===== config.mk =====
export PLATFORM = sky130hd
export DESIGN_NAME = acbc_key_sched
export DESIGN_NICKNAME = d
export VERILOG_FILES = /design/src/rtl/core/acbc_pkg.sv /design/src/rtl/core/acbc_key_sched.sv
export SDC_FILE = /design/constraint.sdc
export NUM_CORES = 2
export LEC_CHECK = 0
export BUFFER_PORTS_ARGS = -buffer_cell sky130_fd_sc_hd__buf_4
export CAP_MARGIN = 20
export CELL_PAD_IN_SITES_DETAIL_PLACEMENT = 0
export CELL_PAD_IN_SITES_GLOBAL_PLACEMENT = 1
export CORE_UTILIZATION = 35
export CTS_BUF_LIST = sky130_fd_sc_hd__clkbuf_4 sky130_fd_sc_hd__clkbuf_8 sky130_fd_sc_hd__clkbuf_16
export CTS_CLUSTER_SIZE = 10
export DETAILED_ROUTE_END_ITERATION = 8
export PLACE_DENSITY = 0.68
export RECOVER_POWER = 25
export SYNTH_ARGS = -nofsm -noshare
export SYNTH_HDL_FRONTEND = slang
export SYNTH_SLANG_ARGS = --single-unit

===== constraint.sdc =====
create_clock -name clk_i -period 57.2 [get_ports clk_i]
set_clock_uncertainty 0.1 [all_clocks]
set_input_delay 8.58 -clock clk_i [delete_from_list [all_inputs] [get_ports clk_i]]
set_output_delay 8.58 -clock clk_i [all_outputs]
set_load 0.01 [all_outputs]

===== src/rtl/core/acbc_pkg.sv =====
// Shared types, constants and S-box tables for the AES-CBC block cipher.
`timescale 1ns / 1ps
package acbc_pkg;

  localparam int unsigned KeyRows  = 15;
  localparam int unsigned RowAw    = 4;
  localparam int unsigned CfgIdxW  = 3;

  localparam logic [CfgIdxW-1:0] REG_KEY_WORD0 = 3'd0;
  localparam logic [CfgIdxW-1:0] REG_KEY_WORD1 = 3'd1;
  localparam logic [CfgIdxW-1:0] REG_KEY_WORD2 = 3'd2;
  localparam logic [CfgIdxW-1:0] REG_KEY_WORD3 = 3'd3;
  localparam logic [CfgIdxW-1:0] REG_KEY_MODE  = 3'd4;
  localparam logic [CfgIdxW-1:0] REG_IV_HIGH   = 3'd5;
  localparam logic [CfgIdxW-1:0] REG_IV_LOW    = 3'd6;

  localparam logic [1:0] MODE_128 = 2'd0;
  localparam logic [1:0] MODE_192 = 2'd1;

  typedef enum logic [1:0] {
    OP_ENC_KEY,
    OP_ENC_ROUND,
    OP_DEC_ROUND,
    OP_DEC_LAST
  } op_e;

  typedef struct packed {
    logic load;
    logic run;
    op_e  op;
    logic mix;
    logic last;
    logic out_load;
  } dp_cmd_t;

  localparam logic [7:0] SBOX [256] = '{
    8'h63,8'h7c,8'h77,8'h7b,8'hf2,8'h6b,8'h6f,8'hc5,8'h30,8'h01,8'h67,8'h2b,8'hfe,8'hd7,8'hab,8'h76,
    8'hca,8'h82,8'hc9,8'h7d,8'hfa,8'h59,8'h47,8'hf0,8'had,8'hd4,8'ha2,8'haf,8'h9c,8'ha4,8'h72,8'hc0,
    8'hb7,8'hfd,8'h93,8'h26,8'h36,8'h3f,8'hf7,8'hcc,8'h34,8'ha5,8'he5,8'hf1,8'h71,8'hd8,8'h31,8'h15,
    8'h04,8'hc7,8'h23,8'hc3,8'h18,8'h96,8'h05,8'h9a,8'h07,8'h12,8'h80,8'he2,8'heb,8'h27,8'hb2,8'h75,
    8'h09,8'h83,8'h2c,8'h1a,8'h1b,8'h6e,8'h5a,8'ha0,8'h52,8'h3b,8'hd6,8'hb3,8'h29,8'he3,8'h2f,8'h84,
    8'h53,8'hd1,8'h00,8'hed,8'h20,8'hfc,8'hb1,8'h5b,8'h6a,8'hcb,8'hbe,8'h39,8'h4a,8'h4c,8'h58,8'hcf,
    8'hd0,8'hef,8'haa,8'hfb,8'h43,8'h4d,8'h33,8'h85,8'h45,8'hf9,8'h02,8'h7f,8'h50,8'h3c,8'h9f,8'ha8,
    8'h51,8'ha3,8'h40,8'h8f,8'h92,8'h9d,8'h38,8'hf5,8'hbc,8'hb6,8'hda,8'h21,8'h10,8'hff,8'hf3,8'hd2,
    8'hcd,8'h0c,8'h13,8'hec,8'h5f,8'h97,8'h44,8'h17,8'hc4,8'ha7,8'h7e,8'h3d,8'h64,8'h5d,8'h19,8'h73,
    8'h60,8'h81,8'h4f,8'hdc,8'h22,8'h2a,8'h90,8'h88,8'h46,8'hee,8'hb8,8'h14,8'hde,8'h5e,8'h0b,8'hdb,
    8'he0,8'h32,8'h3a,8'h0a,8'h49,8'h06,8'h24,8'h5c,8'hc2,8'hd3,8'hac,8'h62,8'h91,8'h95,8'he4,8'h79,
    8'he7,8'hc8,8'h37,8'h6d,8'h8d,8'hd5,8'h4e,8'ha9,8'h6c,8'h56,8'hf4,8'hea,8'h65,8'h7a,8'hae,8'h08,
    8'hba,8'h78,8'h25,8'h2e,8'h1c,8'ha6,8'hb4,8'hc6,8'he8,8'hdd,8'h74,8'h1f,8'h4b,8'hbd,8'h8b,8'h8a,
    8'h70,8'h3e,8'hb5,8'h66,8'h48,8'h03,8'hf6,8'h0e,8'h61,8'h35,8'h57,8'hb9,8'h86,8'hc1,8'h1d,8'h9e,
    8'he1,8'hf8,8'h98,8'h11,8'h69,8'hd9,8'h8e,8'h94,8'h9b,8'h1e,8'h87,8'he9,8'hce,8'h55,8'h28,8'hdf,
    8'h8c,8'ha1,8'h89,8'h0d,8'hbf,8'he6,8'h42,8'h68,8'h41,8'h99,8'h2d,8'h0f,8'hb0,8'h54,8'hbb,8'h16
  };

  localparam logic [7:0] RSBOX [256] = '{
    8'h52,8'h09,8'h6a,8'hd5,8'h30,8'h36,8'ha5,8'h38,8'hbf,8'h40,8'ha3,8'h9e,8'h81,8'hf3,8'hd7,8'hfb,
    8'h7c,8'he3,8'h39,8'h82,8'h9b,8'h2f,8'hff,8'h87,8'h34,8'h8e,8'h43,8'h44,8'hc4,8'hde,8'he9,8'hcb,
    8'h54,8'h7b,8'h94,8'h32,8'ha6,8'hc2,8'h23,8'h3d,8'hee,8'h4c,8'h95,8'h0b,8'h42,8'hfa,8'hc3,8'h4e,
    8'h08,8'h2e,8'ha1,8'h66,8'h28,8'hd9,8'h24,8'hb2,8'h76,8'h5b,8'ha2,8'h49,8'h6d,8'h8b,8'hd1,8'h25,
    8'h72,8'hf8,8'hf6,8'h64,8'h86,8'h68,8'h98,8'h16,8'hd4,8'ha4,8'h5c,8'hcc,8'h5d,8'h65,8'hb6,8'h92,
    8'h6c,8'h70,8'h48,8'h50,8'hfd,8'hed,8'hb9,8'hda,8'h5e,8'h15,8'h46,8'h57,8'ha7,8'h8d,8'h9d,8'h84,
    8'h90,8'hd8,8'hab,8'h00,8'h8c,8'hbc,8'hd3,8'h0a,8'hf7,8'he4,8'h58,8'h05,8'hb8,8'hb3,8'h45,8'h06,
    8'hd0,8'h2c,8'h1e,8'h8f,8'hca,8'h3f,8'h0f,8'h02,8'hc1,8'haf,8'hbd,8'h03,8'h01,8'h13,8'h8a,8'h6b,
    8'h3a,8'h91,8'h11,8'h41,8'h4f,8'h67,8'hdc,8'hea,8'h97,8'hf2,8'hcf,8'hce,8'hf0,8'hb4,8'he6,8'h73,
    8'h96,8'hac,8'h74,8'h22,8'he7,8'had,8'h35,8'h85,8'he2,8'hf9,8'h37,8'he8,8'h1c,8'h75,8'hdf,8'h6e,
    8'h47,8'hf1,8'h1a,8'h71,8'h1d,8'h29,8'hc5,8'h89,8'h6f,8'hb7,8'h62,8'h0e,8'haa,8'h18,8'hbe,8'h1b,
    8'hfc,8'h56,8'h3e,8'h4b,8'hc6,8'hd2,8'h79,8'h20,8'h9a,8'hdb,8'hc0,8'hfe,8'h78,8'hcd,8'h5a,8'hf4,
    8'h1f,8'hdd,8'ha8,8'h33,8'h88,8'h07,8'hc7,8'h31,8'hb1,8'h12,8'h10,8'h59,8'h27,8'h80,8'hec,8'h5f,
    8'h60,8'h51,8'h7f,8'ha9,8'h19,8'hb5,8'h4a,8'h0d,8'h2d,8'he5,8'h7a,8'h9f,8'h93,8'hc9,8'h9c,8'hef,
    8'ha0,8'he0,8'h3b,8'h4d,8'hae,8'h2a,8'hf5,8'hb0,8'hc8,8'heb,8'hbb,8'h3c,8'h83,8'h53,8'h99,8'h61,
    8'h17,8'h2b,8'h04,8'h7e,8'hba,8'h77,8'hd6,8'h26,8'he1,8'h69,8'h14,8'h63,8'h55,8'h21,8'h0c,8'h7d
  };

  function automatic logic [7:0] xtime(input logic [7:0] a);
    return {a[6:0], 1'b0} ^ (a[7] ? 8'h1b : 8'h00);
  endfunction

  function automatic logic [3:0] num_rounds(input logic [1:0] mode);
    logic [3:0] nr;
    case (mode)
      MODE_128: nr = 4'd10;
      MODE_192: nr = 4'd12;
      default:  nr = 4'd14;
    endcase
    return nr;
  endfunction

endpackage


===== src/rtl/core/acbc_key_sched.sv =====
// Round key expansion, one key word per cycle, into the round key memory.
`timescale 1ns / 1ps
module acbc_key_sched (
  input  logic                        clk_i,
  input  logic                        rst_ni,
  input  logic                        restart_i,
  input  logic [255:0]                key_i,
  input  logic [1:0]                  mode_i,
  input  logic [acbc_pkg::RowAw-1:0]  rd_addr_i,
  output logic [127:0]                rk_o,
  output logic                        busy_o
);

  logic         busy_q;
  logic [5:0]   idx_q;
  logic [2:0]   m_q;
  logic [7:0]   rcon_q;
  logic [31:0]  win_q [8];
  logic [127:0] mem_q [acbc_pkg::KeyRows];
  logic [127:0] rk_q;

  logic [3:0]  nr;
  logic [2:0]  nk_m1;
  logic [5:0]  last_idx;
  logic [31:0] old_w;
  logic [31:0] t_rot;
  logic [31:0] t;
  logic [31:0] nw;
  logic        in_key;

  assign nr       = acbc_pkg::num_rounds(mode_i);
  assign nk_m1    = 3'(nr - 4'd7);
  assign last_idx = 6'({nr, 2'b00} + 6'd3);
  assign in_key   = idx_q <= {3'b000, nk_m1};
  assign t_rot    = {win_q[0][23:0], win_q[0][31:24]};

  always_comb begin
    old_w = win_q[nk_m1];
    t     = win_q[0];
    if (m_q == 3'd0) begin
      t = {acbc_pkg::SBOX[t_rot[31:24]] ^ rcon_q, acbc_pkg::SBOX[t_rot[23:16]],
           acbc_pkg::SBOX[t_rot[15:8]], acbc_pkg::SBOX[t_rot[7:0]]};
    end else if (nk_m1 == 3'd7 && m_q == 3'd4) begin
      t = {acbc_pkg::SBOX[win_q[0][31:24]], acbc_pkg::SBOX[win_q[0][23:16]],
           acbc_pkg::SBOX[win_q[0][15:8]], acbc_pkg::SBOX[win_q[0][7:0]]};
    end
    if (in_key) begin
      nw = key_i[255 - 32*idx_q[2:0] -: 32];
    end else begin
      nw = old_w ^ t;
    end
  end

  always_ff @(posedge clk_i or negedge rst_ni) begin
    if (!rst_ni) begin
      busy_q <= 1'b1;
      idx_q  <= '0;
      m_q    <= '0;
      rcon_q <= 8'h01;
    end else if (restart_i) begin
      busy_q <= 1'b1;
      idx_q  <= '0;
      m_q    <= '0;
      rcon_q <= 8'h01;
    end else if (busy_q) begin
      idx_q <= idx_q + 6'd1;
      m_q   <= (m_q == nk_m1) ? 3'd0 : m_q + 3'd1;
      if (!in_key && m_q == 3'd0) begin
        rcon_q <= acbc_pkg::xtime(rcon_q);
      end
      if (idx_q == last_idx) begin
        busy_q <= 1'b0;
      end
    end
  end

  always_ff @(posedge clk_i) begin
    if (busy_q && !restart_i) begin
      win_q[0] <= nw;
      for (int j = 1; j < 8; j++) begin
        win_q[j] <= win_q[j-1];
      end
      if (idx_q[1:0] == 2'd3) begin
        mem_q[idx_q[5:2]] <= {win_q[2], win_q[1], win_q[0], nw};
      end
    end
    rk_q <= mem_q[rd_addr_i];
  end

  assign rk_o   = rk_q;
  assign busy_o = busy_q;

endmodule


# Word level (Yosys, flattened, before mapping)
# Memory sizes are Yosys's and may differ from the RTL's. A register that Yosys moved wholly into a read port is not among the register bits.
# Cells that the tools add are included.
dict set report totals {
  ramBits 2176
  output_inout_bits 129
  latchBits 0
  rom_bits 8192
  mem_count 6
  word_cells 73
  in_bits 265
  ff_bits 18
}
# memory depth width rd rd_clocked_by_memory_dff wr line
set mem_list {}
lappend mem_list {{(name not given)} 256 8 1 0 0 acbc_key_sched.sv:45} ;# acbc_pkg::SBOX[win_q[0][15:8]], acbc_pkg::SBOX[win_q[0][7:0]]};
lappend mem_list {{(name not given)} 256 8 1 0 0 acbc_key_sched.sv:45}
lappend mem_list {{(name not given)} 256 8 1 0 0 acbc_key_sched.sv:44} ;# t = {acbc_pkg::SBOX[win_q[0][31:24]], acbc_pkg::SBOX[win_q[0][23:16]],
lappend mem_list {{(name not given)} 256 8 1 0 0 acbc_key_sched.sv:44}
lappend mem_list {mem_q 15 128 1 1 1 acbc_key_sched.sv:19} ;# logic [127:0] mem_q [acbc_pkg::KeyRows];
lappend mem_list {win_q 8 32 8 0 8 acbc_key_sched.sv:18} ;# logic [31:0] win_q [8];
dict set report op_classes {
  n_lt_le_gt_ge 5
  n_reduce_logical 10
  n_addsub 5
  n_bitwise 7
  shift 1
  n_mul 0
  mux 29
  div 0
  eq_ne 6
}
# operator n
set op_table {}
lappend op_table {{variable part select 287 x 33 -> 32 bit} 1}
lappend op_table {{two-way mux 32 bit} 3}
lappend op_table {{two-way mux 8 bit} 11}
lappend op_table {{greater-or-equal comparator 9 bit, second input constant} 4}
lappend op_table {{inverter 8 -> 9 bit} 4}
lappend op_table {{bitwise XOR 32 bit} 1}
lappend op_table {{two-way mux 6 bit} 2}
lappend op_table {{two-way mux 3 bit} 3}
lappend op_table {{subtractor 8 x 8 -> 9 bit, first input constant} 1}
lappend op_table {{two-way mux 1 bit} 8}
lappend op_table {{bitwise XOR 8 x 5 -> 8 bit} 1}
lappend op_table {{bitwise XOR 8 bit} 1}
lappend op_table {{adder 6 x 1 -> 6 bit, second input constant} 1}
lappend op_table {{adder 6 x 2 -> 6 bit, second input constant} 1}
lappend op_table {{== test 3 bit, second input constant} 2}
lappend op_table {{== test 6 bit} 1}
lappend op_table {{less-or-equal comparator 6 x 3 -> 1 bit} 1}
lappend op_table {{one-hot mux 3 bit (2 select lines)} 1}
lappend op_table {{two-way mux 5 bit} 1}
lappend op_table {{nonzero test 2 bit} 2}
lappend op_table {{adder 3 x 1 -> 3 bit, second input constant} 1}
lappend op_table {{== test 3 bit} 1}
lappend op_table {{logical AND 1 bit} 3}
lappend op_table {{logical NOT 3 bit} 1}
lappend op_table {{other kinds (6)} 7}

# Depth between registers and ports, before layout
dict set report logic_depth {
  ltp_word 9
  depth_mapped 15
}

# Worst setup path before layout
# No wires, ideal clock.
dict set report synth_path {
  path_type {input-to-reg}
  startpoint {input restart_i}
  endpoint {memory mem_q[14][0] (enable)}
  arrival_time_ns 30.966
  required_ns 56.302
  path_stages 3
  setup_ns 0.798
  n_path_buf 0
  setup_slack_ns 25.336
  path_cell_list {nor2b_1 -> nand4_1 -> nor3b_1}
}
dict set report synth_via {
  elab_chain_cells 4
}
# element line
set synth_lines {}
lappend synth_lines {{start: declaration} acbc_key_sched.sv:6} ;# input logic restart_i,
lappend synth_lines {{logical NOT 1 bit} acbc_key_sched.sv:78} ;# if (busy_q && !restart_i) begin
lappend synth_lines {{logical AND 1 bit} acbc_key_sched.sv:78}
lappend synth_lines {{two-way mux 1 bit} acbc_key_sched.sv:78}
lappend synth_lines {{two-way mux 1 bit (implied by the code)} acbc_key_sched.sv:84} ;# mem_q[idx_q[5:2]] <= {win_q[2], win_q[1], win_q[0], nw};
lappend synth_lines {{end: declaration} acbc_key_sched.sv:19}
# Every way passes these cells.

==> results.py <==
metrics = {
    "status": {
        "status": "finished, violations left",
        "violations": "capacitance limit, slew limit",
    },
    "floorplanning": {
        "rows": 197,
        "pin_count": 394,
        "core_area_um2": 289000,
        "initial_core_util_pct": 35.2,
        "die_h_um": 541,
        "die_width_um": 541,
        "die_area_um2": 293000,
    },
    "clock_network": {
        "clockBufferDepth": 4,
        "cts_sinks": 2322,
        "hold_buffers": 0,
        "cts_resized": 0,
        "clk_pin_slew_ns": 0.06,
        "cts_made_buffers": 275,
        "htreeDepth": 5,
        "cts_tree": "built",
        "root_buffer": "clkbuf_16",
        "clock_latency_ns": 0.83,
        "cts_setup_buffers": 0,
    },
    "timing": {
        "tightest_slew_ns": 3.85,
        "setup_tns_ns": 0,
        "post-route-period-util_pct": 22.9,
        "fmax_mhz": 76.3,
        "slew_headroom_pct": -156,
        "hold_viol": 0,
        "finalSetupViolations": 0,
        "slew_violations": 415,
        "rsz0062_at_grt": "false",
        "hold_slack_ns": 0.280,
        "period_minus_slack_ns": 13.11,
    },
    "final_layout": {
        "final_cell_mix": "edfxtp_1, mux4_2, buf_4",
        "fin_area_um2": 117000,
        "drive_gt1_share_pct": 25.9,
        "area_growth_pct": 15.4,
        "final-instance-count-excl-fill": 10600,
        "layout_commonest_cell": "edfxtp_1",
        "fin_nets": 6832,
    },
    "power": {
        "powerDensity_nw_per_um2": 35.9,
        "design_power_total_w": 0.00422,
        "switchingPower_w": 0.00109,
        "power.clock.fraction_pct": 38.7,
        "p_leak_nw": 38.4,
        "power.share.switching_pct": 25.9,
        "internal_power_w": 0.00312,
        "power_frac_comb_pct": 14.5,
        "power_frac_seq_pct": 46.8,
        "max-vdd-ir-drop_uv": 20.5,
    },
    "global_route": {
        "antenna_found_initial": 20,
        "grt_max_degree": 157,
        "grt_usage_pct": 21.3,
        "gr-total-overflow": 0,
        "grt_pass1_wl_um": 452000,
        "grt_pass1_vias": 61300,
    },
    "synthesis": {
        "synth-xor-area-share_pct": 0.233,
        "synth_compound_area_share_pct": 7.75,
        "synthMuxAreaShare_pct": 15.8,
        "yosysWarnings": 0,
        "ys_seq_elements": 2322,
        "synthArstFlopShare_pct": 0.775,
        "seq_area_frac_synth_pct": 67.2,
        "avgSynthCellArea_um2": 16.5,
        "synth-simple-area-share_pct": 5.90,
        "synth_top_family_by_area": "multiplexers",
        "syn_inst": 6171,
        "synthAdderAreaFrac_pct": 0.800,
        "syn-num-nets": 6501,
        "synth_ff_type": "edfxtp_1",
        "synth_edf_count": 2176,
        "syn-cell-area_um2": 102000,
        "synth_cell_type_count": 97,
    },
    "worst_setup_path": {
        "cp.arrival_ns": 13.66,
        "r2r_start": "win_q[0][17]",
        "ff2ff_setup_slack_ns": 48.56,
        "startpoint_type": "input pin",
        "reg2reg_depth": 12,
        "path_max_fanout": 71,
        "setup.worst_path.class": "input pin to flip-flop",
        "timing.rr.end": "win_q[0][26]",
        "end_kind": "flip-flop",
        "cp.required_ns": 57.75,
    },
    "place": {
        "hpwl_um": 190000,
        "place_congestion": 0.930,
        "port_buffers": 393,
        "dpl.cell_count": 10100,
        "placed_area_um2": 109000,
    },
    "detailed_routing": {
        "vias": 62200,
        "drc": 0,
        "firstDrtPassIters": 6,
        "via_per_inst": 5.89,
        "drt-initial-drc-count": 7840,
        "routed_wl_um": 319000,
        "wl_per_cell_um": 30.2,
        "ant_nets": 0,
    },
    "worst_hold_path": {
        "worstHoldStart": "win_q[4][15]",
        "hold_class": "flip-flop to flip-flop",
        "holdPathEnd": "win_q[5][15]",
        "hold_depth": 0,
    },
    "flow_run": {
        "cap_viol_max_count": 10,
    },
}
[stage by stage]
| step | worst slack [ns] | utilization [%] |
|---|---|---|
| floorplan | 25.34 | - |
| global placement | 43.09 | 37.7 |
| detailed placement | 43.03 | 37.7 |
| CTS | 43.89 | 40.6 |
| global route | 43.59 | 40.7 |
| finish | 44.09 | 40.7 |
[power by group through the flow]
stage	logic [W]	registers [W]	clock network, W
4_1_cts	0.000595	0.00197	0.00166
3_5_place_dp	0.000594	0.00201	0
3_3_place_gp	0.000593	0.00201	0
2_1_floorplan	0.000361	0.00199	0
5_1_grt	0.000640	0.00198	0.00173
6_report	0.000611	0.00197	0.00163
[critical path, cell delays in order]
cell and delay [ns]:
buf_8 0.60, buf_4 0.76, buf_4 0.78, buf_4 0.75
buf_4 0.90, mux4_2 0.61, mux4_2 0.47
[flip-flops by register name, indices dropped and copies added (netlist names)]
register,flops
busy_o,1
idx_q,6
m_q,3
mem_q,1920
rcon_q,8
rk_o,128
win_q,256
[cells by family after synthesis]
family / after synthesis
compound gates: 1157
xor+xnor: 27
fa+ha+maj: 65
simple gates: 1185
flops: 2322
mux: 848
buf+inv: 567
[routing by layer]
metal / GRT usage (%) / share of wire (%) / routed length, µm / vias to the layer above
met1: 29.6 / 42 / 133000 / 32700
li1: - / - / - / 25700
met4: 6.97 / 3.2 / 10300 / 4
met5: 0 / 0.0072 / 23 / -
met3: 3.42 / 8.1 / 25900 / 529
met2: 33.9 / 47 / 150000 / 3274
[layout make-up]
type,count,area (µm²)
Timing Repair Buffer,573,4360
Clock inverter,16,201
Inverter,48,180
Clock buffer,430,8200
Multi-Input combinational cell,3282,31200
Antenna cell,7,17.5
Fill cell,25800,171000
Sequential cell,2322,68400
Tap cell,3880,4850
[synth_stat cells (all sizes together) (24+ instances only)]
cell type	count	share of area, %
inv	42	0.16
ha	65	0.80
nand3	73	0.36
nor3	113	0.56
nand2b	107	0.66
o211ai	42	0.31
buf	190	0.90
or3	37	0.23
a31oi	59	0.36
o31ai	46	0.34
mux4	605	13
nand2	322	1.2
o21ai	311	1.5
o311ai	46	0.40
nor2b	124	0.77
nor2	214	0.79
edfxtp	2176	64
a311oi	52	0.45
dfxtp	128	2.5
or2	26	0.16
and2	37	0.23
a221oi	24	0.21
o221ai	24	0.21
a21o	26	0.19
a21oi	194	0.95
mux2i	224	2.2
a211oi	83	0.61
clkbuf	329	1.2
[how the worst max path moves through the flow]
stage                  from            to  slack (ns)  cells after the start
3_5_place_dp   rd_addr_i[0]      rk_o[76]       43.03                      7
4_1_cts        rd_addr_i[0]      rk_o[76]       43.89                      7
6_report       rd_addr_i[0]      rk_o[77]       44.09                      7
2_1_floorplan     restart_i  mem_q[14][0]       25.34                      3
3_3_place_gp   rd_addr_i[0]      rk_o[71]       43.09                      7
5_1_grt        rd_addr_i[0]      rk_o[76]       43.59                      7
Note: power is estimated with default switching activity, not from simulation.
