## config.mk

```make
export PLATFORM = sky130hd
export DESIGN_NAME = acbc_ctrl
export DESIGN_NICKNAME = d
export VERILOG_FILES = /design/src/rtl/core/acbc_pkg.sv /design/src/rtl/core/acbc_ctrl.sv
export SDC_FILE = /design/constraint.sdc
export NUM_CORES = 1
export LEC_CHECK = 0
export BUFFER_PORTS_ARGS = -buffer_cell sky130_fd_sc_hd__buf_2
export CAP_MARGIN = 20
export CORE_ASPECT_RATIO = 1.2
export CORE_MARGIN = 8
export CORE_UTILIZATION = 35
export CTS_CLUSTER_SIZE = 28
export DETAILED_ROUTE_END_ITERATION = 6
export PLACE_DENSITY = 0.61
export SLEW_MARGIN = 0
export SYNTH_ARGS = -nofsm -noshare
export SYNTH_HDL_FRONTEND = slang
export SYNTH_SLANG_ARGS = --single-unit
```

## constraint.sdc

```tcl
create_clock -name clk_i -period 2.4 [get_ports clk_i]
set_input_delay 0.24 -clock clk_i [delete_from_list [all_inputs] [get_ports clk_i]]
set_output_delay 0.24 -clock clk_i [all_outputs]
set_load 0.01 [all_outputs]
```

## src/rtl/core/acbc_pkg.sv

```systemverilog
// Shared types, constants and S-box tables for the AES-CBC block cipher.
`timescale 1ns / 1ps
package acbc_pkg;

  localparam int unsigned KeyRows  = 15;
  localparam int unsigned RowAw    = 4;
  localparam int unsigned CfgIdxW  = 3;

  localparam logic [CfgIdxW-1:0] REG_KEY_WORD0 = 3'd0;
  localparam logic [CfgIdxW-1:0] REG_KEY_WORD1 = 3'd1;
  localparam logic [CfgIdxW-1:0] REG_KEY_WORD2 = 3'd2;
  localparam logic [CfgIdxW-1:0] REG_KEY_WORD3 = 3'd3;
  localparam logic [CfgIdxW-1:0] REG_KEY_MODE  = 3'd4;
  localparam logic [CfgIdxW-1:0] REG_IV_HIGH   = 3'd5;
  localparam logic [CfgIdxW-1:0] REG_IV_LOW    = 3'd6;

  localparam logic [1:0] MODE_128 = 2'd0;
  localparam logic [1:0] MODE_192 = 2'd1;

  typedef enum logic [1:0] {
    OP_ENC_KEY,
    OP_ENC_ROUND,
    OP_DEC_ROUND,
    OP_DEC_LAST
  } op_e;

  typedef struct packed {
    logic load;
    logic run;
    op_e  op;
    logic mix;
    logic last;
    logic out_load;
  } dp_cmd_t;

  localparam logic [7:0] SBOX [256] = '{
    8'h63,8'h7c,8'h77,8'h7b,8'hf2,8'h6b,8'h6f,8'hc5,8'h30,8'h01,8'h67,8'h2b,8'hfe,8'hd7,8'hab,8'h76,
    8'hca,8'h82,8'hc9,8'h7d,8'hfa,8'h59,8'h47,8'hf0,8'had,8'hd4,8'ha2,8'haf,8'h9c,8'ha4,8'h72,8'hc0,
    8'hb7,8'hfd,8'h93,8'h26,8'h36,8'h3f,8'hf7,8'hcc,8'h34,8'ha5,8'he5,8'hf1,8'h71,8'hd8,8'h31,8'h15,
    8'h04,8'hc7,8'h23,8'hc3,8'h18,8'h96,8'h05,8'h9a,8'h07,8'h12,8'h80,8'he2,8'heb,8'h27,8'hb2,8'h75,
    8'h09,8'h83,8'h2c,8'h1a,8'h1b,8'h6e,8'h5a,8'ha0,8'h52,8'h3b,8'hd6,8'hb3,8'h29,8'he3,8'h2f,8'h84,
    8'h53,8'hd1,8'h00,8'hed,8'h20,8'hfc,8'hb1,8'h5b,8'h6a,8'hcb,8'hbe,8'h39,8'h4a,8'h4c,8'h58,8'hcf,
    8'hd0,8'hef,8'haa,8'hfb,8'h43,8'h4d,8'h33,8'h85,8'h45,8'hf9,8'h02,8'h7f,8'h50,8'h3c,8'h9f,8'ha8,
    8'h51,8'ha3,8'h40,8'h8f,8'h92,8'h9d,8'h38,8'hf5,8'hbc,8'hb6,8'hda,8'h21,8'h10,8'hff,8'hf3,8'hd2,
    8'hcd,8'h0c,8'h13,8'hec,8'h5f,8'h97,8'h44,8'h17,8'hc4,8'ha7,8'h7e,8'h3d,8'h64,8'h5d,8'h19,8'h73,
    8'h60,8'h81,8'h4f,8'hdc,8'h22,8'h2a,8'h90,8'h88,8'h46,8'hee,8'hb8,8'h14,8'hde,8'h5e,8'h0b,8'hdb,
    8'he0,8'h32,8'h3a,8'h0a,8'h49,8'h06,8'h24,8'h5c,8'hc2,8'hd3,8'hac,8'h62,8'h91,8'h95,8'he4,8'h79,
    8'he7,8'hc8,8'h37,8'h6d,8'h8d,8'hd5,8'h4e,8'ha9,8'h6c,8'h56,8'hf4,8'hea,8'h65,8'h7a,8'hae,8'h08,
    8'hba,8'h78,8'h25,8'h2e,8'h1c,8'ha6,8'hb4,8'hc6,8'he8,8'hdd,8'h74,8'h1f,8'h4b,8'hbd,8'h8b,8'h8a,
    8'h70,8'h3e,8'hb5,8'h66,8'h48,8'h03,8'hf6,8'h0e,8'h61,8'h35,8'h57,8'hb9,8'h86,8'hc1,8'h1d,8'h9e,
    8'he1,8'hf8,8'h98,8'h11,8'h69,8'hd9,8'h8e,8'h94,8'h9b,8'h1e,8'h87,8'he9,8'hce,8'h55,8'h28,8'hdf,
    8'h8c,8'ha1,8'h89,8'h0d,8'hbf,8'he6,8'h42,8'h68,8'h41,8'h99,8'h2d,8'h0f,8'hb0,8'h54,8'hbb,8'h16
  };

  localparam logic [7:0] RSBOX [256] = '{
    8'h52,8'h09,8'h6a,8'hd5,8'h30,8'h36,8'ha5,8'h38,8'hbf,8'h40,8'ha3,8'h9e,8'h81,8'hf3,8'hd7,8'hfb,
    8'h7c,8'he3,8'h39,8'h82,8'h9b,8'h2f,8'hff,8'h87,8'h34,8'h8e,8'h43,8'h44,8'hc4,8'hde,8'he9,8'hcb,
    8'h54,8'h7b,8'h94,8'h32,8'ha6,8'hc2,8'h23,8'h3d,8'hee,8'h4c,8'h95,8'h0b,8'h42,8'hfa,8'hc3,8'h4e,
    8'h08,8'h2e,8'ha1,8'h66,8'h28,8'hd9,8'h24,8'hb2,8'h76,8'h5b,8'ha2,8'h49,8'h6d,8'h8b,8'hd1,8'h25,
    8'h72,8'hf8,8'hf6,8'h64,8'h86,8'h68,8'h98,8'h16,8'hd4,8'ha4,8'h5c,8'hcc,8'h5d,8'h65,8'hb6,8'h92,
    8'h6c,8'h70,8'h48,8'h50,8'hfd,8'hed,8'hb9,8'hda,8'h5e,8'h15,8'h46,8'h57,8'ha7,8'h8d,8'h9d,8'h84,
    8'h90,8'hd8,8'hab,8'h00,8'h8c,8'hbc,8'hd3,8'h0a,8'hf7,8'he4,8'h58,8'h05,8'hb8,8'hb3,8'h45,8'h06,
    8'hd0,8'h2c,8'h1e,8'h8f,8'hca,8'h3f,8'h0f,8'h02,8'hc1,8'haf,8'hbd,8'h03,8'h01,8'h13,8'h8a,8'h6b,
    8'h3a,8'h91,8'h11,8'h41,8'h4f,8'h67,8'hdc,8'hea,8'h97,8'hf2,8'hcf,8'hce,8'hf0,8'hb4,8'he6,8'h73,
    8'h96,8'hac,8'h74,8'h22,8'he7,8'had,8'h35,8'h85,8'he2,8'hf9,8'h37,8'he8,8'h1c,8'h75,8'hdf,8'h6e,
    8'h47,8'hf1,8'h1a,8'h71,8'h1d,8'h29,8'hc5,8'h89,8'h6f,8'hb7,8'h62,8'h0e,8'haa,8'h18,8'hbe,8'h1b,
    8'hfc,8'h56,8'h3e,8'h4b,8'hc6,8'hd2,8'h79,8'h20,8'h9a,8'hdb,8'hc0,8'hfe,8'h78,8'hcd,8'h5a,8'hf4,
    8'h1f,8'hdd,8'ha8,8'h33,8'h88,8'h07,8'hc7,8'h31,8'hb1,8'h12,8'h10,8'h59,8'h27,8'h80,8'hec,8'h5f,
    8'h60,8'h51,8'h7f,8'ha9,8'h19,8'hb5,8'h4a,8'h0d,8'h2d,8'he5,8'h7a,8'h9f,8'h93,8'hc9,8'h9c,8'hef,
    8'ha0,8'he0,8'h3b,8'h4d,8'hae,8'h2a,8'hf5,8'hb0,8'hc8,8'heb,8'hbb,8'h3c,8'h83,8'h53,8'h99,8'h61,
    8'h17,8'h2b,8'h04,8'h7e,8'hba,8'h77,8'hd6,8'h26,8'he1,8'h69,8'h14,8'h63,8'h55,8'h21,8'h0c,8'h7d
  };

  function automatic logic [7:0] xtime(input logic [7:0] a);
    return {a[6:0], 1'b0} ^ (a[7] ? 8'h1b : 8'h00);
  endfunction

  function automatic logic [3:0] num_rounds(input logic [1:0] mode);
    logic [3:0] nr;
    case (mode)
      MODE_128: nr = 4'd10;
      MODE_192: nr = 4'd12;
      default:  nr = 4'd14;
    endcase
    return nr;
  endfunction

endpackage

```

## src/rtl/core/acbc_ctrl.sv

```systemverilog
// Round sequencer and output handshake control.
`timescale 1ns / 1ps
module acbc_ctrl (
  input  logic                        clk_i,
  input  logic                        rst_ni,
  input  logic                        in_valid_i,
  output logic                        in_ready_o,
  input  logic                        func_i,
  input  logic                        key_busy_i,
  input  logic [1:0]                  mode_i,
  output logic                        out_valid_o,
  input  logic                        out_ready_i,
  output logic [acbc_pkg::RowAw-1:0]  rd_addr_o,
  output acbc_pkg::dp_cmd_t           cmd_o
);

  localparam logic [1:0] ST_IDLE = 2'd0;
  localparam logic [1:0] ST_RUN  = 2'd1;
  localparam logic [1:0] ST_HOLD = 2'd2;

  logic [1:0] state_q, state_d;
  logic [3:0] step_q, step_d;
  logic       dec_q, dec_d;
  logic       oval_q, oval_d;
  logic [3:0] nr;
  logic       accept;
  logic       at_end;

  function automatic logic [3:0] key_row(input logic [3:0] step, input logic dec,
                                         input logic [3:0] nrr);
    logic [3:0] row;
    if (!dec) begin
      row = step;
    end else if (step < nrr) begin
      row = nrr - step;
    end else begin
      row = 4'd0;
    end
    return row;
  endfunction

  assign nr         = acbc_pkg::num_rounds(mode_i);
  assign in_ready_o = (state_q == ST_IDLE) && !key_busy_i;
  assign accept     = in_valid_i && in_ready_o;
  assign at_end     = step_q == nr;

  always_comb begin
    state_d   = state_q;
    step_d    = step_q;
    dec_d     = dec_q;
    oval_d    = oval_q && !out_ready_i;
    cmd_o     = '0;
    cmd_o.op  = dec_q ? acbc_pkg::OP_DEC_ROUND : acbc_pkg::OP_ENC_ROUND;
    rd_addr_o = key_row(4'd0, func_i, nr);
    case (state_q)
      ST_IDLE: begin
        if (accept) begin
          cmd_o.load = 1'b1;
          state_d    = ST_RUN;
          step_d     = 4'd0;
          dec_d      = func_i;
        end
      end
      ST_RUN: begin
        cmd_o.run  = 1'b1;
        cmd_o.last = at_end;
        rd_addr_o  = at_end ? 4'd0 : key_row(step_q + 4'd1, dec_q, nr);
        if (dec_q) begin
          cmd_o.op  = at_end ? acbc_pkg::OP_DEC_LAST : acbc_pkg::OP_DEC_ROUND;
          cmd_o.mix = step_q != 4'd0;
        end else begin
          cmd_o.op  = (step_q == 4'd0) ? acbc_pkg::OP_ENC_KEY : acbc_pkg::OP_ENC_ROUND;
          cmd_o.mix = !at_end;
        end
        if (at_end) begin
          state_d = ST_HOLD;
        end else begin
          step_d = step_q + 4'd1;
        end
      end
      ST_HOLD: begin
        if (!oval_q || out_ready_i) begin
          cmd_o.out_load = 1'b1;
          oval_d         = 1'b1;
          state_d        = ST_IDLE;
        end
      end
      default: state_d = ST_IDLE;
    endcase
  end

  always_ff @(posedge clk_i or negedge rst_ni) begin
    if (!rst_ni) begin
      state_q <= ST_IDLE;
      step_q  <= '0;
      dec_q   <= 1'b0;
      oval_q  <= 1'b0;
    end else begin
      state_q <= state_d;
      step_q  <= step_d;
      dec_q   <= dec_d;
      oval_q  <= oval_d;
    end
  end

  assign out_valid_o = oval_q;

endmodule

```

Word level (Yosys, flattened, before mapping)
Index checks and enable logic that the tools add are counted.
Operators by class
  add/subtract/negate cells: 2
  magnitude comparators: 2
  equality and inequality tests: 8
  muxes and demuxes: 25
  reductions and logical operators: 16
Operators with widths (number)
  $mux W4: 8
  $mux W1: 8
  $mux W2: 4
  $ne A2 B2 Y1 const B: 4
  $pmux W4 S2: 1
  $pmux W2 S3: 1
  $pmux W3 S2: 1
  $reduce_and A3 Y1: 2
  $mux W5: 1
  $add A4 B1 Y4 const B: 1
  $eq A2 B1 Y1 const B: 2
  $eq A4 B4 Y1: 1
  $logic_not A1 Y1: 4
  $logic_not A2 Y1: 2
  $logic_not A4 Y1: 1
  $lt A1 B4 Y1 const A: 1
  $lt A4 B4 Y1: 1
  $reduce_bool A4 Y1: 1
  $sub A4 B4 Y4: 1
  $logic_and A1 B1 Y1: 3
  $mux W3: 1
  $eq A2 B2 Y1 const B: 1
  $reduce_and A2 Y1: 1
  $reduce_bool A2 Y1: 1
  $logic_or A1 B1 Y1: 1
Word-level totals
  register bits: 8
  input port bits: 8
  output and inout bits: 13
  logic and storage cells: 57

Logic depth before layout (Yosys ltp)
Gate-level depths: netlist (run 1).
  depth after elaboration: 7
  mapped depth: 10
  mapped depth without buffers: 9

Worst setup path after synthesis (run 1)
OpenSTA, ideal clock, no wires.
  path type: register to output
  from: register step_q[1]
  to: output port rd_addr_o[2] (netlist bit)
  arrival: 2181 ps
  data required time: 2160 ps
  slack: -21 ps
  stages on the path, launching flop included: 11
  buffers on the path: 1
  path through: dfrtp_1 -> clkbuf_1 -> inv_1 -> ha_1 -> inv_1 -> ha_1 -> ha_1 -> nand2_1 -> o31ai_1 -> o211a_1 -> o41ai_2
On the way
  word-level cells in the longest chain between the ends: 6
  elaborated cells on any way between the ends: 8
  those cells by class: add/sub: 2; order compare: 1; eq/ne: 1; mux: 4
RTL lines
  start, declared: RTL line acbc_ctrl.sv:22  | logic [3:0] step_q, step_d;
  start signal, assigned: RTL line acbc_ctrl.sv:100  | step_q <= step_d;
  $add A4 B1 Y4: RTL line acbc_ctrl.sv:67  | rd_addr_o = at_end ? 4'd0 : key_row(step_q + 4'd1, dec_q, nr);
  $sub A4 B4 Y4 or $lt A4 B4 Y1 (tied branches): RTL line acbc_ctrl.sv:35, acbc_ctrl.sv:34
  $mux W4: RTL line acbc_ctrl.sv:34  | end else if (step < nrr) begin
  $mux W4: RTL line acbc_ctrl.sv:32  | if (!dec) begin
  $mux W4 (*): RTL line acbc_ctrl.sv:67
  $mux W4 (*): RTL line acbc_ctrl.sv:55  | case (state_q)
  end, declared: RTL line acbc_ctrl.sv:13  | output logic [acbc_pkg::RowAw-1:0] rd_addr_o,
Every way passes the cells marked *; elsewhere a longest branch is shown, timed or not.

Final worst setup path (run 1)
  from: register step_q[0]
  to: output port rd_addr_o[3] (netlist bit)
The elaborated chain is that of the path after synthesis.

==> impl_metrics.csv, run 1 <==
group,metric,value,unit
hold_path,hold_class,"primary input to register",
global_routing,grt_pass1_vias,822,
yosys,synth.distinct_cells,36,
critical_path,crit_path_frequent_cell,"ha_4",
yosys,ys_seq_area_share,26.8,%
critical_path,crit_chain,"inv_2, ha_4, inv_4, ha_4, ha_4, nand2_2, o31ai_2, o211a_1, buf_6, o31ai_1, buf_2",
clocking,clock_latency,0.26,ns
clocking,clkTransAtPathRegs,0.06,ns
sta,fin_ws,-0.149,ns
drt,vias,754,
flow_run,cap_violations,0,
status,status,"complete, but fails checks",
placed_design,hpwl,1640,um
sta,fmax,392,MHz
layout,final_util,50.8,%
power,power.internal,866,uW
clocking,cts_root_buf,"clkbuf_4",
clocking,h-tree-depth,1,
sta,min_period,2.55,ns
critical_path,critical_path.slowest_cell,"dfrtp_1",
sta,tightest_slew,0.381,ns
yosys,synth_top_area_share,26.8,%
global_routing,grt.overflow.total,0,
floorplan,start_util,36.5,%
clocking,tritoncts,"built",
critical_path,reg2reg_depth,6,
global_routing,grt_max_degree,13,
floorplan,io_pins,21,
sta,holdWs,0.264,ns
critical_path,r2r-start,"step_q[1]",
layout,drive_gt1_share,42.9,%
floorplan,die_w,58.2,um
sta,hold_violations,0,
power,power_frac_clock,6.7,%
drt,drt_wl_total,2220,um
yosys,syn_area,748,sq um
layout,nNetsFinal,127,
drt,dr.pass1.iters,4,
critical_path,crit_required,2.16,ns
layout,multi_input_area,581,sq um
floorplan,core_area,2050,sq um
yosys,syn-num-nets,101,
status,violations,"negative setup slack",
global_routing,track_usage,11.9,%
placed_design,port_buffers,20,
sta,drv_slew,0,
floorplan,die_area,3880,sq um
critical_path,reg2reg_slack,0.53,ns
sta,skew,0.00441,ns
drt,ant_nets,0,
floorplan,rows,18,
sta,setup_violations,4,
floorplan,die_h,66.7,um
power,switching_power,766,uW
critical_path,cpPeakStageDelay,0.39,ns
sta,slew_headroom,74.6,%
sta,rsz0062_at_grt,"yes",
critical_path,path_class,"register to output port",
global_routing,grt_first_pass_wirelength,3600,um
critical_path,path_max_fanout,3,
layout,nFillCells,205,
layout,mostFrequentLayoutCell,"buf_2",
power,seq_power_share,16.4,%
yosys,synthCells,88,
hold_path,hold_end,"out_valid_o",
clocking,cts.sinks,8,
yosys,synthTopCellsByArea,"dfrtp_1, ha_1, nand2b_1",
yosys,synth_top_cell_by_area,"dfrtp_1",
layout,areaGrowthSynthToFinish,39.1,%
power,swShare,46.9,%
power,comb_power_share,76.9,%
critical_path,worstPathArrival,2.31,ns
critical_path,startpoint_type,"register",
power,ir_drop,0.777,mV
power,p_leak,0.466,nW
yosys,ys_ff_latch,8,
clocking,clk_path_buf_depth,2,
hold_path,min_from,"out_ready_i",
drt,drc,0,
yosys,yosysWarnings,0,
placed_design,routabilityCongestion,0.804,
sta,finalCritPeriodShare,106,%
layout,mostFrequentLayoutCells,"buf_2, nand2b_1, nand2_1, dfrtp_1",
layout,ff_latch_area,201,sq um
global_routing,antenna_found_initial,0,
drt,routed_via_density,5.31,
critical_path,crit_path_end_kind,"output port",
critical_path,r2r_end,"step_q[2]",
drt,drt_iter0_markers,23,
yosys,post_synth.cell_area_avg,8.50,sq um
hold_path,hold_depth,3,
power,power.density,1570,nW/um^2
clocking,numCtsBuffers,3,
drt,wl_per_cell,15.6,um
layout,diodes,0,
==> worst max path at each step <==
stage	start	to	slack, ns	cells after the start
after CTS	step_q[1]	rd_addr_o[3]	-0.12	10
after global placement	step_q[0]	rd_addr_o[2]	-0.02	9
final	step_q[0]	rd_addr_o[3]	-0.15	11
after global routing	step_q[0]	rd_addr_o[0]	-0.20	11
after detailed placement	step_q[0]	rd_addr_o[2]	-0.09	9
after floorplan	step_q[1]	rd_addr_o[1]	-0.005	10
==> metrics by stage <==
| step | setup TNS (ns) | total power [mW] | area [sq um] | setup slack, ns | std cells |
|---|---|---|---|---|---|
| 6_report | -0.385 | 1.63 | 1040 | -0.149 | 142 |
| 5_1_grt | -0.660 | 1.75 | 1040 | -0.200 | 142 |
| 4_1_cts | -0.325 | 1.50 | 1010 | -0.115 | 141 |
| 3_5_place_dp | -0.0887 | 1.20 | 877 | -0.0887 | 135 |
| 3_3_place_gp | -0.0210 | 1.18 | 877 | -0.0210 | 135 |
| 2_1_floorplan | -0.00945 | 0.934 | 759 | -0.00472 | 88 |
==> layout make-up <==
| class | instances | share of cell area [%] |
|---|---|---|
| clock buffer | 3 | 2.16 |
| sequential | 8 | 19.4 |
| multi-input combinational | 67 | 55.8 |
| tap | 30 | 3.61 |
| inverter | 6 | 2.40 |
| timing repair buffer | 28 | 16.7 |
==> timing repair <==
action                                 CTS  global route
gates resized for setup                 15             5
cloned                                   0             0
setup buffers                            2             1
hold buffers                             1             0
pin swaps                                7             3
endpoints found under the hold margin    8             0
setup endpoints to repair                4             4
==> Yosys cell counts (all sizes together) <==
cell type / instances
or2: 2
ha: 5
o31ai: 4
mux2i: 3
nand3: 3
o221ai: 1
inv: 6
nand2b: 7
o21a: 1
nand4bb: 1
dfrtp: 8
buf: 5
a21o: 1
or4b: 1
o22ai: 2
o21ai: 6
and2: 1
o2111a: 1
a31oi: 1
mux2: 1
clkbuf: 2
nand2: 8
and3: 1
or3: 1
nor2b: 2
nor2: 2
nor3: 3
a21oi: 2
o211a: 1
o41ai: 1
xnor2: 3
o211ai: 2
==> flip-flops by register name (all words and copies together), names as in the netlist <==
name,cells
dec_q,1
state_q,2
out_valid_o,1
step_q,4
==> cell families (layout without fill, tap and decap cells) <==
logic type / after synthesis / count (layout) / share of synthesized area [%]
multiplexers: 4 / 4 / 5.52
AND/OR/NAND/NOR: 32 / 32 / 23.9
adder cells (fa/ha/maj): 5 / 5 / 8.36
flip-flops: 8 / 8 / 26.8
XOR/XNOR: 3 / 3 / 3.51
buffers and inverters: 13 / 37 / 9.70
AO/OA/AOI/OAI: 23 / 23 / 22.2
==> power by group through the flow <==
stage	Clock (mW)	Sequential [mW]	Combinational (mW)
after global routing	0.115	0.279	1.35
after CTS	0.108	0.264	1.12
after detailed placement	0	0.252	0.949
after global placement	0	0.250	0.928
final	0.109	0.268	1.26
after floorplan	0	0.220	0.713
==> critical path, delay by kind of cell (launching register included) <==
family,cells,cell delay (ns)
buf+inv,4,0.41
simple gates,1,0.07
compound gates,3,0.53
fa+ha+maj,3,0.65
flops,1,0.39
==> metal layers <==
layer / global-route usage, % / wire length, um
met4: 7.98 / 80
met2: 21.5 / 1100
met3: 2.89 / 107
met5: 0 / 0
met1: 11.8 / 928
Note: power is estimated with default switching activity, not from simulation.
==> run 2: changes to the inputs <==
--- a/config.mk
+++ b/config.mk
@@ -5,6 +5,7 @@
 export SDC_FILE = /design/constraint.sdc
 export NUM_CORES = 1
 export LEC_CHECK = 0
+export ABC_AREA = 1
 export BUFFER_PORTS_ARGS = -buffer_cell sky130_fd_sc_hd__buf_2
 export CAP_MARGIN = 20
 export CORE_ASPECT_RATIO = 1.2
@@ -12,7 +13,7 @@
 export CORE_UTILIZATION = 35
 export CTS_CLUSTER_SIZE = 28
 export DETAILED_ROUTE_END_ITERATION = 6
-export PLACE_DENSITY = 0.61
+export PLACE_DENSITY = 0.6
 export SLEW_MARGIN = 0
 export SYNTH_ARGS = -nofsm -noshare
 export SYNTH_HDL_FRONTEND = slang
==> run 2 against run 1 <==
Against the previous run:
- the run now ends clean
- sequential power is 1% lower
- via count rose by 7.0%
- total power down 16%
- worst setup slack better by 0.26 ns
- global-route usage fell by 1.6 points
- register-to-register slack better by 0.56 ns
- critical path type unchanged
- largest cell class unchanged
==> impl_metrics.csv, run 2 <==
group,metric,value,unit
status,status,"completed",
yosys,synth_most_common_cell,"nand2_1",
yosys,syn-num-nets,127,
yosys,synth_edf_count,0,
clocking,tritoncts,"built",
layout,final_util,47.1,%
sta,hold_violations,0,
clocking,h-tree-depth,1,
layout,regMostFlops,"step_q",
yosys,synthCells,114,
power,p_leak,0.530,nW
critical_path,reg2reg_depth,7,
yosys,post_synth.cell_area_avg,6.61,sq um
yosys,synth_commonest_cells,"nand2_1, nand3_1, inv_1",
yosys,ys_ff_latch,8,
layout,top_regs,"step_q x4, state_q x2",
sta,drv_slew,0,
power,ir_drop,0.588,mV
clocking,cts_root_buf,"clkbuf_4",
power,power.density,1420,nW/um^2
drt,dr.pass1.iters,4,
yosys,synthTopCellsByArea,"dfrtp_1, nand2_1, nand3_1",
critical_path,crit_chain,"inv_2, ha_4, inv_1, ha_1, ha_1, a21oi_2, nor2_1, nand2_1, nand2_1, buf_2",
drt,drt_wl_total,1940,um
drt,ant_nets,0,
global_routing,grt_first_pass_wirelength,3230,um
drt,drc,0,
yosys,synth.distinct_cells,20,
yosys,synth-async-reset-ratio,100,%
critical_path,r2r_end,"step_q[3]",
global_routing,antenna_found_initial,0,
critical_path,path_class,"register to output port",
floorplan,rows,18,
layout,nFillCells,215,
critical_path,reg2reg_slack,1.09,ns
placed_design,routabilityCongestion,0.874,
placed_design,hpwl,1590,um
yosys,syn_area,753,sq um
layout,nNetsFinal,152,
floorplan,core_area,2050,sq um
layout,mostFrequentLayoutCell,"nand2_1",
sta,skew,0.00330,ns
sta,rsz0062_at_grt,"yes",
drt,routed_via_density,4.83,
critical_path,critical_path.slowest_cell,"dfrtp_2",
critical_path,endpoint,"rd_addr_o[1]",
flow_run,cap_violations,0,
critical_path,worstPathArrival,2.05,ns
sta,min_period,2.29,ns
critical_path,path_max_fanout,7,
drt,wl_per_cell,11.6,um
global_routing,grt_max_degree,10,
sta,fin_ws,0.112,ns
global_routing,grt.overflow.total,0,
hold_path,hold_class,"primary input to register",
floorplan,die_h,66.8,um
layout,largest_reg_flops,4,
placed_design,port_buffers,20,
sta,holdWs,0.183,ns
clocking,clkTransAtPathRegs,0.05,ns
yosys,synthFlopType,"dfrtp_1",
clocking,clk_path_buf_depth,2,
floorplan,start_util,36.8,%
floorplan,die_area,3900,sq um
layout,areaGrowthSynthToFinish,28.1,%
critical_path,crit_path_end_kind,"output port",
yosys,synth_top_cell_by_area,"dfrtp_1",
clocking,numCtsBuffers,3,
yosys,synth_top_area_share,26.6,%
sta,fmax,437,MHz
sta,slew_headroom,76.6,%
drt,drt_iter0_markers,22,
sta,finalCritPeriodShare,95.3,%
critical_path,crit_required,2.16,ns
yosys,ys_seq_area_share,26.6,%
sta,tightest_slew,0.350,ns
placed_design,dp_slack,0.239,ns
layout,mostFrequentLayoutCells,"nand2_1, buf_2, nand3_1, inv_1, nor2_1",
critical_path,startpoint_type,"register",
layout,diodes,0,
sta,setup_violations,0,
critical_path,critPathLaunch,"step_q[1]",
global_routing,track_usage,10.3,%
floorplan,die_w,58.4,um
clocking,cts.sinks,8,
critical_path,r2r-start,"step_q[2]",
drt,vias,807,
global_routing,grt_pass1_vias,796,
critical_path,cpPeakStageDelay,0.42,ns
clocking,clock_latency,0.24,ns
layout,drive_gt1_share,32.8,%
floorplan,io_pins,21,
yosys,yosysWarnings,0,
## run 2: cell count changes in the layout (fill, tap and decap cells not counted), moves of 7 or more
cell      previous run  this run
inv_1                3        15
nand2_1              7        31
nor2_1               2        12
nand3_1              3        16
nand2b_1             7         0
## run 2: power breakdown
part	internal (mW)	switching, mW	total [mW]
Combinational	0.424	0.587	1.01
Clock	0.0570	0.0422	0.0992
Sequential	0.186	0.0776	0.264
## run 2: worst max-delay path: cells and delay by family (launching register included)
family          cells  cell delay (ns)
fa+ha+maj           3             0.85
buf+inv             3             0.25
compound gates      1             0.13
simple gates        3             0.15
flops               1             0.42
## run 2: metrics by stage
stage	std cells	cell area (sq um)	power [mW]	TNS, ns
global route	167	965	1.55	-0.0328
global placement	161	865	1.13	0
finish	167	965	1.37	0
CTS	165	898	1.24	0
floorplan	114	753	0.911	0
detailed placement	161	865	1.13	0
## run 2: kinds of logic after synthesis
group / after synthesis / share of synthesized area, %
simple gates: 69 / 44.2
buf+inv: 21 / 12.5
compound gates: 10 / 7.31
flops: 8 / 26.6
fa+ha+maj: 5 / 8.31
xor+xnor: 1 / 1.16
## run 2: how the worst min path moves through the flow
stage	start	depth (start not counted)	end	slack (ns)
after floorplan	rst_ni	0	dec_q	-0.06
after global placement	rst_ni	1	state_q[1]	0.1
after detailed placement	rst_ni	1	state_q[1]	0.1
after CTS	out_ready_i	2	out_valid_o	0.18
after global routing	out_ready_i	2	out_valid_o	0.17
final	out_ready_i	2	out_valid_o	0.18
## run 2: layout make-up
type	instances	area [sq um]	share of cell area [%]
flip-flops and latches	8	203	21.0
multi-input cells	85	509	52.8
inverters	18	67.6	7.00
well taps	30	37.5	3.89
clock buffers	3	22.5	2.33
repair buffers	23	125	13.0
## run 2: what timing repair did
action,in CTS,in global routing
hold endpoints to repair,8,0
endpoints found under the setup margin,2,4
hold buffers,1,0
pin swaps,0,2
resized for setup,1,7
buffers inserted,0,2
## run 2: metal layers
metal / vias to the layer above / GRT usage [%] / routed length [um]
li1: 405 / - / -
met1: 365 / 12.1 / 795
met5: - / 0 / 0
met4: 0 / 4.91 / 24
met2: 33 / 17.4 / 977
met3: 4 / 2.31 / 143
==> run 3: changes to the inputs <==
--- a/config.mk
+++ b/config.mk
@@ -10,10 +10,10 @@
 export CAP_MARGIN = 20
 export CORE_ASPECT_RATIO = 1.2
 export CORE_MARGIN = 8
-export CORE_UTILIZATION = 35
+export CORE_UTILIZATION = 45
 export CTS_CLUSTER_SIZE = 28
 export DETAILED_ROUTE_END_ITERATION = 6
-export PLACE_DENSITY = 0.6
+export PLACE_DENSITY = 0.74
 export SLEW_MARGIN = 0
 export SYNTH_ARGS = -nofsm -noshare
 export SYNTH_HDL_FRONTEND = slang
==> run 3 against run 2 <==
Against the previous run:
- maximum frequency fell by 1.4%
- count of clock-buffer cells in the layout unchanged
- clock skew decreased by 0.0016 ns
- first-iteration DRC count rose by 110%
- die area is 17% lower
==> impl_metrics.csv, run 3 (synthesis gave the netlist of run 2 again) <==
group,metric,value,unit
global_routing,grt_first_pass_wirelength,2970,um
layout,final_cells,157,
critical_path,crit_path_frequent_cell,"nand2_1",
drt,vias,833,
power,power.density,1510,nW/um^2
floorplan,rows,16,
placed_design,routabilityCongestion,0.881,
layout,diodes,0,
sta,timing.setup.tns,0,ns
critical_path,path_max_fanout,7,
floorplan,core_area,1600,sq um
clocking,numCtsBuffers,3,
drt,drc,0,
floorplan,die_area,3240,sq um
clocking,tritoncts,"built",
power,power,1.48,mW
placed_design,dp_cells,149,
layout,mostFrequentLayoutCells,"nand2_1, buf_2, nand3_1, inv_1, nor2_1",
global_routing,antenna_found_initial,0,
floorplan,start_util,47.0,%
flow_run,cap_violations,0,
sta,fmax,431,MHz
floorplan,io_pins,21,
drt,wl_per_cell,13.2,um
critical_path,path_class,"register to output port",
critical_path,reg2reg_depth,8,
layout,largest_reg_flops,4,
layout,ff_latch_area,203,sq um
layout,mostFrequentLayoutCell,"nand2_1",
sta,tightest_slew,0.277,ns
global_routing,grt_pass1_vias,731,
drt,drt_wl_total,2080,um
layout,final_area,978,sq um
clocking,cts.sinks,8,
placed_design,port_buffers,20,
layout,drive_gt1_share,35.3,%
layout,top_regs,"step_q x4, state_q x2",
layout,final_util,61.1,%
status,status,"completed",
critical_path,critPathLaunch,"step_q[1]",
hold_path,hold_class,"primary input to register",
critical_path,path_buf_inv,1,
drt,dr.pass1.iters,4,
sta,setup_violations,0,
critical_path,crit_cells,12,
global_routing,grt.overflow.total,0,
critical_path,worstPathArrival,2.08,ns
sta,drv_slew,0,
drt,ant_nets,0,
clocking,cts_root_buf,"clkbuf_4",
clocking,h-tree-depth,1,
sta,holdWs,0.185,ns
sta,fin_ws,0.0804,ns
critical_path,cpPeakStageDelay,0.45,ns
placed_design,dp_slack,0.263,ns
sta,slew_headroom,81.5,%
critical_path,cp_top_family,"simple AND/OR/NAND/NOR gates",
layout,regMostFlops,"step_q",
sta,min_period,2.32,ns
critical_path,reg2reg_slack,1.10,ns
global_routing,grt_max_degree,10,
clocking,clk_path_buf_depth,2,
sta,hold_violations,0,
placed_design,hpwl,1470,um
sta,finalCritPeriodShare,96.7,%
placed_design,placed_cell_area,850,sq um
critical_path,startpoint_type,"register",
critical_path,r2r_end,"step_q[1]",
hold_path,hold_depth,2,
drt,drt_iter0_markers,46,
clocking,clock_latency,0.25,ns
floorplan,die_h,60.8,um
layout,nFillCells,146,
power,ir_drop,0.700,mV
floorplan,die_w,53.3,um
global_routing,track_usage,11.9,%
critical_path,r2r-start,"step_q[0]",
critical_path,crit_chain,"ha_2, xnor2_2, ha_4, nand3_1, nand3_1, nand2_1, nand2_1, nand2_1, nor2_1, nand2_1, nand2_1, buf_2",
critical_path,critical_path.slowest_cell,"dfrtp_2",
layout,multi_input_area,523,sq um
hold_path,min_from,"out_ready_i",
critical_path,crit_path_end_kind,"output port",
layout,nNetsFinal,154,
critical_path,endpoint,"rd_addr_o[3]",
layout,areaGrowthSynthToFinish,29.9,%
sta,skew,0.00172,ns
drt,routed_via_density,5.31,
power,p_leak,0.539,nW
critical_path,crit_required,2.16,ns
clocking,clkTransAtPathRegs,0.05,ns
[run 3: timing repair]
item                                    CTS  global route
setup buffers                             0             4
endpoints found under the setup margin    2             3
endpoints found under the hold margin     8             0
pin swaps                                 0             1
hold buffers                              1             0
resized for setup                         1             8
[run 3: layer usage]
metal	global-route usage, %	vias to the layer above	share of wire [%]
li1	-	415	-
met1	12.7	380	38
met2	21.1	32	53
met3	2.21	6	6.1
met4	6.14	0	2.5
met5	0	-	0
[run 3: worst min path at each step]
stage                  endpoint  slack, ns
floorplan                 dec_q      -0.06
global placement     state_q[1]       0.09
detailed placement   state_q[1]       0.09
CTS                 out_valid_o       0.17
global route        out_valid_o       0.19
finish              out_valid_o       0.18
[run 3: cell type report]
cell class	count	area share [%]
Multi-Input combinational cell	85	53.5
Timing Repair Buffer	25	14.3
Sequential cell	8	20.7
Tap cell	18	2.30
Inverter	18	6.91
Clock buffer	3	2.30
[run 3: power by group]
group          switching [mW]  internal, mW
clock network          0.0408        0.0569
logic                   0.648         0.474
registers              0.0745         0.187
total                   0.763         0.718
